<file path="config.mk">
export PLATFORM = sky130hd
export DESIGN_NAME = relocation_table_encoder_top
export DESIGN_NICKNAME = d
export VERILOG_FILES = /design/src/rtl/rte_pkg.sv /design/src/rtl/relocation_table_encoder_top.sv
export SDC_FILE = /design/constraint.sdc
export NUM_CORES = 1
export LEC_CHECK = 0
export ABC_AREA = 1
export BUFFER_PORTS_ARGS = -buffer_cell sky130_fd_sc_hd__buf_2
export CORE_MARGIN = 2
export CORE_UTILIZATION = 60
export CTS_CLUSTER_DIAMETER = 40
export DETAILED_ROUTE_END_ITERATION = 16
export PLACE_DENSITY = 0.84
export SLEW_MARGIN = 25
export SYNTH_ARGS = -nofsm -noshare
export SYNTH_HDL_FRONTEND = slang
export SYNTH_SLANG_ARGS = --single-unit
</file>
<file path="constraint.sdc">
create_clock -name clk_i -period 6.2 [get_ports clk_i]
set_input_delay 1.24 -clock clk_i [delete_from_list [all_inputs] [get_ports clk_i]]
set_output_delay 1.24 -clock clk_i [all_outputs]
set_load 0.02 [all_outputs]
</file>
<file path="src/rtl/rte_pkg.sv">
// Package with the transaction types and constants of the relocation table encoder.
package rte_pkg;

  // Distance that one skip code stands for.
  localparam int unsigned SkipStep = 254;

  // Widths of the distance bookkeeping.
  localparam int unsigned DistW = 16;
  localparam int unsigned SkipW = 9;
  localparam int unsigned CodeW = 8;
  localparam int unsigned ZpW   = 9;

  // Values of the pass selection register.
  localparam logic PassZeroPage = 1'b0;
  localparam logic PassHighByte = 1'b1;

  // Input transaction: one byte pair of the two builds.
  typedef struct packed {
    logic [7:0] byte_first;
    logic [7:0] byte_second;
    logic       last;
  } rte_in_t;

  // Output transaction: one encoded result per byte pair.
  typedef struct packed {
    logic [7:0]       patched_byte;
    logic             is_reloc;
    logic [SkipW-1:0] skip_count;
    logic [CodeW-1:0] offset_code;
    logic             end_marker;
    logic             bad;
    logic [ZpW-1:0]   zero_page_limit;
  } rte_out_t;

endpackage

</file>
<file path="src/rtl/relocation_table_encoder_top.sv">
// Relocation table encoder: classifies byte pairs and encodes relocation distances.
//
// Usage: each input transaction carries one byte of the base build, the byte at
// the same place in the shifted build and a flag marking the last byte of the
// range. The block returns exactly one output transaction per input: the
// rebased byte, whether it is a relocation of the selected kind, the distance to
// the previous relocation as a count of skip codes plus an offset code, the end
// marker, a bad-pair flag and the running zero-page limit.
// Both channels use valid and stall. An accepted result goes to the output
// register, or to the skid register while a result is stalled. One byte pair is
// taken every cycle while the input is not stalled. The distance is kept by an
// incremental counter (skip and offset digits) updated at each acceptance, so no
// division is needed. A skid register lets one more transaction in while a result
// is stalled; the input stalls only while the skid register is occupied.
// The user writes the pass kind register (cfg_we_i/cfg_wdata_i) while idle; the
// block does not enforce this. Reset clears the distance counters, the zero-page
// limit, pass kind and all valid flags; it is ready in the first cycle after reset.
module relocation_table_encoder_top (
  input  logic             clk_i,
  input  logic             rst_ni,
  input  logic             cfg_we_i,
  input  logic             cfg_wdata_i,
  input  logic             in_valid_i,
  output logic             in_stall_o,
  input  rte_pkg::rte_in_t in_data_i,
  output logic             out_valid_o,
  input  logic             out_stall_i,
  output rte_pkg::rte_out_t out_data_o
);
  import rte_pkg::*;

  logic             pass_kind_q;
  logic [DistW-1:0] dist_q, dist_d;
  logic [SkipW-1:0] skip_q, skip_d;
  logic [CodeW-1:0] code_q, code_d;
  logic [ZpW-1:0]   zp_max_q, zp_max_d;

  logic             out_valid_q, out_valid_d;
  rte_out_t         out_data_q;
  logic             skid_valid_q, skid_valid_d;
  rte_out_t         skid_data_q;

  logic             in_acc;
  logic             out_take;
  logic             out_load;
  logic [8:0]       b1_ext, b2_ext, b1_plus1, b1_plus2;
  logic             is_equal, is_hi_ref, is_zp_ref, is_reloc, is_bad;
  rte_out_t         result;

  assign in_acc   = in_valid_i && !in_stall_o;
  assign out_take = out_valid_q && !out_stall_i;
  assign out_load = out_take || !out_valid_q;

  // Pass selection register.
  always_ff @(posedge clk_i or negedge rst_ni) begin
    if (!rst_ni) begin
      pass_kind_q <= PassZeroPage;
    end else if (cfg_we_i) begin
      pass_kind_q <= cfg_wdata_i;
    end
  end

  // Classification by the plain difference of the two bytes.
  always_comb begin
    b1_ext    = {1'b0, in_data_i.byte_first};
    b2_ext    = {1'b0, in_data_i.byte_second};
    b1_plus1  = b1_ext + 9'd1;
    b1_plus2  = b1_ext + 9'd2;
    is_equal  = (b2_ext == b1_ext);
    is_hi_ref = (b2_ext == b1_plus1);
    is_zp_ref = (b2_ext == b1_plus2);
    is_bad    = !is_equal && !is_hi_ref && !is_zp_ref;
    is_reloc  = (pass_kind_q == PassHighByte) ? is_hi_ref : is_zp_ref;
  end

  // Result of the current pair and next state of the distance counters.
  always_comb begin
    dist_d   = dist_q;
    skip_d   = skip_q;
    code_d   = code_q;
    zp_max_d = zp_max_q;

    result.patched_byte    = in_data_i.byte_first;
    result.is_reloc        = is_reloc;
    result.skip_count      = '0;
    result.offset_code     = '0;
    result.end_marker      = in_data_i.last;
    result.bad             = is_bad;

    if (is_reloc) begin
      result.skip_count  = skip_q;
      result.offset_code = code_q;
      if (pass_kind_q == PassHighByte) begin
        result.patched_byte = in_data_i.byte_first - 8'd1;
      end else begin
        result.patched_byte = in_data_i.byte_first - 8'd2;
        if (zp_max_q < b1_plus1) begin
          zp_max_d = b1_plus1;
        end
      end
    end
    result.zero_page_limit = zp_max_d;

    // The counters hold the distance from the previous relocation to the next byte.
    if (in_data_i.last) begin
      dist_d = '0;
      skip_d = '0;
      code_d = '0;
    end else if (is_reloc) begin
      dist_d = DistW'(1);
      skip_d = '0;
      code_d = CodeW'(1);
    end else if (dist_q == '1) begin
      dist_d = '0;
      skip_d = '0;
      code_d = '0;
    end else begin
      dist_d = dist_q + DistW'(1);
      if (code_q == CodeW'(SkipStep)) begin
        skip_d = skip_q + SkipW'(1);
        code_d = CodeW'(1);
      end else begin
        code_d = code_q + CodeW'(1);
      end
    end
  end

  // State update on every accepted transaction.
  always_ff @(posedge clk_i or negedge rst_ni) begin
    if (!rst_ni) begin
      dist_q   <= '0;
      skip_q   <= '0;
      code_q   <= '0;
      zp_max_q <= '0;
    end else if (in_acc) begin
      dist_q   <= dist_d;
      skip_q   <= skip_d;
      code_q   <= code_d;
      zp_max_q <= zp_max_d;
    end
  end

  // Output register with a skid register behind it.
  always_comb begin
    out_valid_d  = out_valid_q;
    skid_valid_d = skid_valid_q;
    if (out_load) begin
      out_valid_d  = skid_valid_q || in_acc;
      skid_valid_d = 1'b0;
    end else if (in_acc) begin
      skid_valid_d = 1'b1;
    end
  end

  always_ff @(posedge clk_i or negedge rst_ni) begin
    if (!rst_ni) begin
      out_valid_q  <= 1'b0;
      skid_valid_q <= 1'b0;
    end else begin
      out_valid_q  <= out_valid_d;
      skid_valid_q <= skid_valid_d;
    end
  end

  always_ff @(posedge clk_i) begin
    if (out_load) begin
      out_data_q <= skid_valid_q ? skid_data_q : result;
    end
    if (in_acc && !out_load) begin
      skid_data_q <= result;
    end
  end

  assign in_stall_o  = skid_valid_q;
  assign out_valid_o = out_valid_q;
  assign out_data_o  = out_data_q;

endmodule

</file>
Yosys cells after proc, flatten, opt, wreduce, memory -nomap -nowiden
Cells that the tools add are included.
{ "word_totals": {"register_bits": 119, "latchBits": 0, "ram_bits": 0, "romBits": 0, "out_inout_bits": 39, "wordCells": 72, "mem_count": 0} }
{ "op_classes": {"add_sub_neg": 7, "n_mul": 0, "n_div": 0, "n_lt_le_gt_ge": 1, "eq_ne": 5, "shifts": 0, "muxes": 21, "bitwise": 0, "reduce_logical": 17} }
{ "op_table": {"columns": ["cell", "n"], "rows": [
  ["$mux 9", 7],
  ["$mux 16", 3],
  ["$mux 8", 6],
  ["$mux 37", 1],
  ["$eq 8x9->1", 2],
  ["$mux 17", 1],
  ["$add 16x1->16 const B", 1],
  ["$eq 16x16->1 const B", 1],
  ["$add 8x1->9 const B", 1],
  ["$add 8x2->9 const B", 1],
  ["$add 9x1->9 const B", 1],
  ["$lt 9x9->1", 1],
  ["$add 8x1->8 const B", 1],
  ["$eq 8x8->1", 1],
  ["$eq 8x8->1 const B", 1],
  ["$sub 8x1->8 const B", 1],
  ["$sub 8x2->8 const B", 1],
  ["$logic_not 1->1", 7],
  ["$logic_and 1x1->1", 5],
  ["$reduce_bool 4->1", 1],
  ["$mux 1", 3],
  ["$logic_or 1x1->1", 2],
  ["$reduce_and 2->1", 1],
  ["$reduce_bool 2->1", 1]
]} }

Depth between registers and ports, before layout
Gate-level depths: netlist (run 1).
{ "logic_depth": {"ltp_word": 6, "ltp_mapped": 20} }

Least setup slack after synthesis (run 1)
Ideal clock, no wire load.
{ "synth_timing": {"path_kind": "input to register", "startpoint": "input out_stall_i", "endpoint": "register skid_data_q[0] in the netlist's numbering (enable)", "setup_ps": 431, "arrival_ps": 3778, "required_ps": 5769, "slack_ps": 1991, "stages": 2, "path_buffers": 0, "cell_sequence": "nand2_1 nor2_1"} }
{ "synth_between": {"elab_chain_cells": 5} }
{ "synth_rtl": {"columns": ["element", "line", "rtl"], "rows": [
  ["start, declared", "relocation_table_encoder_top.sv:27", "input logic out_stall_i,"],
  ["$logic_not 1->1", "relocation_table_encoder_top.sv:51", "assign out_take = out_valid_q && !out_stall_i;"],
  ["$logic_and 1x1->1", "relocation_table_encoder_top.sv:51", null],
  ["$logic_or 1x1->1", "relocation_table_encoder_top.sv:52", "assign out_load = out_take || !out_valid_q;"],
  ["$logic_not 1->1", "relocation_table_encoder_top.sv:169", "if (in_acc && !out_load) begin"],
  ["$logic_and 1x1->1", "relocation_table_encoder_top.sv:169", null],
  ["end signal, assigned", "relocation_table_encoder_top.sv:170", "skid_data_q <= result;"],
  ["end, declared", "relocation_table_encoder_top.sv:41", "rte_out_t skid_data_q;"]
]} }
No other way between the ends.
A chain may end at the register's enable or synchronous reset.

==> qor.txt, run 1 <==
status: finished clean
Fill cells: 748
commonest non-fill, non-tap cell in the layout: nand2_1
Worst-path clk slew: 70 ps
DRT antenna net count: 0
vias in the first global route: 5450
CTS Buf Count: 17
Setup crit end kind: flop
syn_nets: 813
Layout Cells excl Fill: 992
initial antenna violation count: 0
Post-synth ARST share: 37.8%
Max Fclk: 269 MHz
Setup Skew: 11.4 ps
worst-skew pair later-pin latency: 530 ps
core area: 10800 um^2
cell area after synthesis: 6620 um^2
H-tree levels: 4
Die X: 109 um
routability cong.: 0.918
wire length on met2: 8060 um
max-slew violations: 0
leak pwr: 3.52 nW
maximum vdd drop: 0.236 mV
min Tclk post-route: 3720 ps
hold_buf cts: 0
I/O Pins: 62
total gr overflow: 0
max-cap viol count: 0
Final WS setup: 2480 ps
clk root buf: clkbuf_8
EDFF count, synth: 74
post-route cell area: 7690 um^2
Final Hold Vio Count: 0
top layer in use: met4
Detailed Route Iter0 Violations: 442
hold path depth: 2
Post-Synthesis Cells: 776
Critical Path AT: 4120 ps
Die Span Y: 109 um
met3 wire length: 1120 um
PortBufs: 61
CP required: 6600 ps
post-synth cell types: 39
Post-Route M1 WL: 6810 um
ys flop type: edfxtp_1
synth-to-layout area growth: 16.2%
Util after Layout: 71.2%
Post-CTS Setup Repair Bufs: 0
clock tree buffer depth: 2
Global Route Usage Sum: 30.0%
Tcrit/Tclk final: 60.0%
nets@finish: 876
number of diodes: 0
clock tree from TritonCTS: done
# DRC: 0
register-to-register setup slack: 3350 ps
via count: 5612
most frequent cells in the layout: 259 x nand2_1, 74 x edfxtp_1, 72 x inv_1, 71 x nand3_1, 60 x buf_2
Setup violations, final: 0
Mean Syn Cell Area: 8.53 um^2
Post-Place Cell Area: 7050 um^2
hold crit path type: reg -> reg
CTS resizes: 0
post-synthesis sequential area ratio: 50.6%
leading area contributor after synthesis: edfxtp_1
Worst-Margin Slew: 768 ps
worst slack at placement: 2050 ps
worst reg-to-reg path cell count: 7
share of layout cells above drive strength 1: 16.2%
startpoint class of the critical path: input port
top post-synthesis cells by area: edfxtp_1 34%, dfrtp_1 17%, nand2_1 15%, nand3_1 5.4%, xor2_1 4.5%
Die ar.: 11900 um^2
Wirelength per Cell: 16.5 um
Starting Density: 61.3%
WL final: 16300 um
global-route wire length before repair: 27000 um
Sum Neg Setup Slack: 0 ps
Max transition margin: 48.5%
Placed Cells: 960
clock sinks: 119
RSZ-0062 raised after global routing: false
mean number of vias per cell: 5.66
DPL Wire Length: 10300 um
pwr dens: 306 nW/um^2
top cell type's share of synthesized area: 33.6%
Initial DRT Pass Iterations: 7
Crit Path Class: in -> reg
largest net degree at the start of global routing: 46
crit-path max FO: 31
flops & latches, synth: 119
yosys warns: 0
# rows: 38
-- power breakdown --
group | leakage, nW | switching (mW) | internal [mW]
registers | 1.34 | 0.0310 | 0.914
clock network | 0.316 | 0.407 | 0.672
logic | 1.86 | 0.227 | 0.102
-- final cells by class --
| class | instances | area, um^2 | share of cell area (%) |
|---|---|---|---|
| flip-flops and latches | 119 | 3350 | 43.5 |
| multi-input cells | 554 | 2860 | 37.2 |
| repair buffers | 65 | 358 | 4.65 |
| clock inverters | 15 | 226 | 2.95 |
| clock buffers | 17 | 414 | 5.39 |
| inverters | 82 | 308 | 4.00 |
| well taps | 140 | 175 | 2.28 |
-- sequential cells by signal (all words and copies together), names as in the netlist, 8 cells and up --
register     count
out_data_o      37
skid_data_q     37
dist_q          16
skip_q           9
zp_max_q         9
code_q           8
-- per-layer routing --
| layer | track usage [%] | vias to the layer above |
|---|---|---|
| li1 | - | 2643 |
| met1 | 39.0 | 2657 |
| met2 | 49.5 | 268 |
| met3 | 7.29 | 44 |
| met4 | 9.52 | 0 |
| met5 | 0 | - |
-- cells by family (layout without fill, tap and decap cells) --
group                    Yosys count  count (layout)  share of synthesized area, %
flip-flops                       119             119                          50.6
buffers and inverters            103             179                          6.37
XOR/XNOR                          45              45                          5.95
AO/OA/AOI/OAI                     55              55                          4.44
AND/OR/NAND/NOR                  440             440                          30.0
adder cells (fa/ha/maj)           14              14                          2.65
-- Yosys cell counts, types with 9 or more instances --
master	n
o21ai_0	19
xnor2_1	11
nor3_1	15
dfrtp_1	45
inv_1	72
o21ai_1	19
a21oi_1	9
clkbuf_1	9
nor2_1	46
xor2_1	34
nand2_1	260
edfxtp_1	74
and2_1	9
ha_1	14
nand3_1	71
nor2_4	10
-- through the flow --
| step | hold WS, ps | power (mW) |
|---|---|---|
| 3_3_place_gp | 462 | 1.27 |
| 3_5_place_dp | 466 | 1.28 |
| 4_1_cts | 482 | 2.35 |
| 5_1_grt | 530 | 2.44 |
| 2_1_floorplan | 449 | 1.18 |
| 6_report | 484 | 2.35 |
-- worst max-delay path, cell delays in order --
cell,delay (ps)
buf_2,180
inv_1,110
ha_1,300
inv_1,140
or2_2,130
nand3_1,70
nor2_1,110
nand3_1,90
nor2_2,150
nand3_2,150
nand2_2,540
inv_2,430
nor2_1,270
nand2_1,90
nand2_1,100
-- path summary, 6_finish.rpt --
kind                              startpoint        endpoint
worst max-delay path            in_data_i[9]  out_data_o[14]
worst min-delay path               skip_q[6]       skip_q[6]
worst max register to register   pass_kind_q  out_data_o[14]
worst min register to register     skip_q[6]       skip_q[6]
max in group asynchronous             rst_ni     zp_max_q[2]
min in group asynchronous             rst_ni       code_q[3]
Note: power is estimated with default switching activity, not from simulation.
==> inputs of run 2 (changes only) <==
Settings changed: CORE_UTILIZATION 60 to 54, PLACE_DENSITY 0.84 to 0.8.
Clock period 6.2 ns to 3.1 ns, I/O delays scaled along.
==> run 2 against run 1 <==
  * First-iteration DRC count is 18% lower
  * Wire length is 11% lower
  * Sequential cell count stayed put
  * Highest routed layer unchanged
  * Final cell count is 2.3% higher
  * Register-to-register slack worse by 2600 ps
  * Sequential power is 100% higher
  * Critical endpoint is now skid_data_q[1]
  * Largest power group unchanged
  * Largest cell class unchanged
  * Combinational power is 99% higher
  * Non-clock buffer count is 16 higher
  * Sequential share of layout area is 0.53 points lower
  * Global-route usage is 6.1 points lower
==> qor.txt, run 2 (synthesis gave the netlist of run 1 again) <==
synth-to-layout area growth: 17.6%
# DRC: 0
clock share of power: 44.1%
Setup crit end kind: flop
min Tclk post-route: 2770 ps
Starting Density: 55.1%
leak pwr: 3.57 nW
Setup Skew: 5.92 ps
Max Fclk: 361 MHz
Setup violations, final: 0
Crit Path Class: in -> reg
Reg power frac: 41.5%
status: finished clean
maximum vdd drop: 0.271 mV
largest net degree at the start of global routing: 46
max-cap viol count: 0
number of diodes: 0
Initial DRT Pass Iterations: 5
Tcrit/Tclk final: 89.3%
RSZ-0062 raised after global routing: false
Sw Ratio: 26.9%
H-tree levels: 4
DRT antenna net count: 0
Worst-path clk slew: 60 ps
max-slew violations: 0
Final Hold Vio Count: 0
I/O Pins: 62
worst reg-to-reg path cell count: 7
pwr dens: 586 nW/um^2
share of layout cells above drive strength 1: 17.4%
global-route wire length before repair: 24500 um
total gr overflow: 0
# rows: 40
Die Span Y: 115 um
hold_buf cts: 0
clock tree buffer depth: 2
Wirelength per Cell: 14.4 um
Fill cells: 934
Pint: 3.34 mW
combinational power share: 14.4%
Sum Neg Setup Slack: 0 ps
nets@finish: 892
vias in the first global route: 5226
register-to-register setup slack: 770 ps
Global Route Usage Sum: 23.8%
startpoint class of the critical path: input port
Worst-Margin Slew: 586 ps
CTS Buf Count: 17
initial antenna violation count: 0
Fin Hold WS: 214 ps
via count: 5343
core area: 12000 um^2
CP required: 3270 ps
mean number of vias per cell: 5.26
DPL Wire Length: 9880 um
crit-path max FO: 8
Die X: 115 um
most frequent cells in the layout: 259 x nand2_1, 74 x edfxtp_1, 72 x inv_1, 71 x nand3_1, 60 x buf_2
routability cong.: 0.912
Max transition margin: 60.9%
clock tree from TritonCTS: done
r2r endpoint: out_data_o[12]
FF-to-FF Start: pass_kind_q
Detailed Route Iter0 Violations: 362
worst-skew pair later-pin latency: 420 ps
hold crit path type: in -> async
Net Switching: 1.22 mW
WL final: 14600 um
Die ar.: 13200 um^2
Critical Path AT: 2940 ps
Post-CTS Setup Repair Bufs: 0
clk root buf: clkbuf_16
PortBufs: 61
CTS resizes: 0
clock sinks: 119
commonest non-fill, non-tap cell in the layout: nand2_1
## run 2: cell count changes in the layout (fill, tap and decap cells not counted), moves of 2 or more
cell,before,now
buf_4,4,20
inv_8,4,0
clkinv_1,2,4
clkinv_4,2,4
clkinvlp_4,0,2
inv_6,5,3
## run 2: area by class of cell
| class | instances | area [um^2] | area share [%] |
|---|---|---|---|
| Clock buffer | 19 | 443 | 5.69 |
| Clock inverter | 13 | 170 | 2.19 |
| Inverter | 82 | 308 | 3.95 |
| Multi-Input combinational cell | 554 | 2860 | 36.7 |
| Sequential cell | 119 | 3350 | 43.0 |
| Tap cell | 147 | 184 | 2.36 |
| Timing Repair Buffer | 81 | 470 | 6.05 |
## run 2: power by group through the flow
stage | Combinational (mW) | Clock, mW | Sequential [mW]
2_1_floorplan | 0.375 | 0 | 1.98
3_3_place_gp | 0.639 | 0 | 1.92
3_5_place_dp | 0.651 | 0 | 1.92
4_1_cts | 0.657 | 2.03 | 1.89
5_1_grt | 0.737 | 2.11 | 1.90
6_report | 0.655 | 2.01 | 1.89
## run 2: metal layers
layer / up-vias / routed length (um) / track usage, %
met1: 2442 / 6570 / 31.0
met3: 45 / 774 / 5.24
met5: - / 0 / 0
met2: 181 / 6740 / 38.5
met4: 0 / 492 / 10.9
li1: 2675 / - / -
## run 2: how the worst max path moves through the flow
stage	startpoint	end	slack, ps	depth (start not counted)
final	in_data_i[10]	skid_data_q[1]	330	13
after global routing	in_data_i[10]	skid_data_q[1]	140	14
after CTS	in_data_i[10]	skid_data_q[1]	380	13
after detailed placement	in_data_i[10]	skid_data_q[1]	-6	14
after global placement	in_data_i[10]	skid_data_q[1]	20	13
after floorplan	out_stall_i	skid_data_q[0]	110	2
## run 2: worst max-delay path, stage by stage
cell and delay [ps]:
buf_2 170, ha_1 270, nand3_1 150, nor3_1 250, inv_1 120, ha_1 310
nand3_1 110, nand3_1 90, inv_1 80, nand2_1 90, nor2_4 250, nand3_1 210
and2_1 210
## run 2: through the flow
step	setup WS (ps)	instance area (um^2)	util [%]	instances	total power, mW
floorplan	114	6620	-	776	2.36
global placement	15.1	7170	59.7	983	2.56
detailed placement	-6.12	7170	59.7	983	2.57
CTS	383	7780	64.8	1015	4.58
global route	136	7780	64.8	1015	4.75
finish	333	7780	64.8	1015	4.56
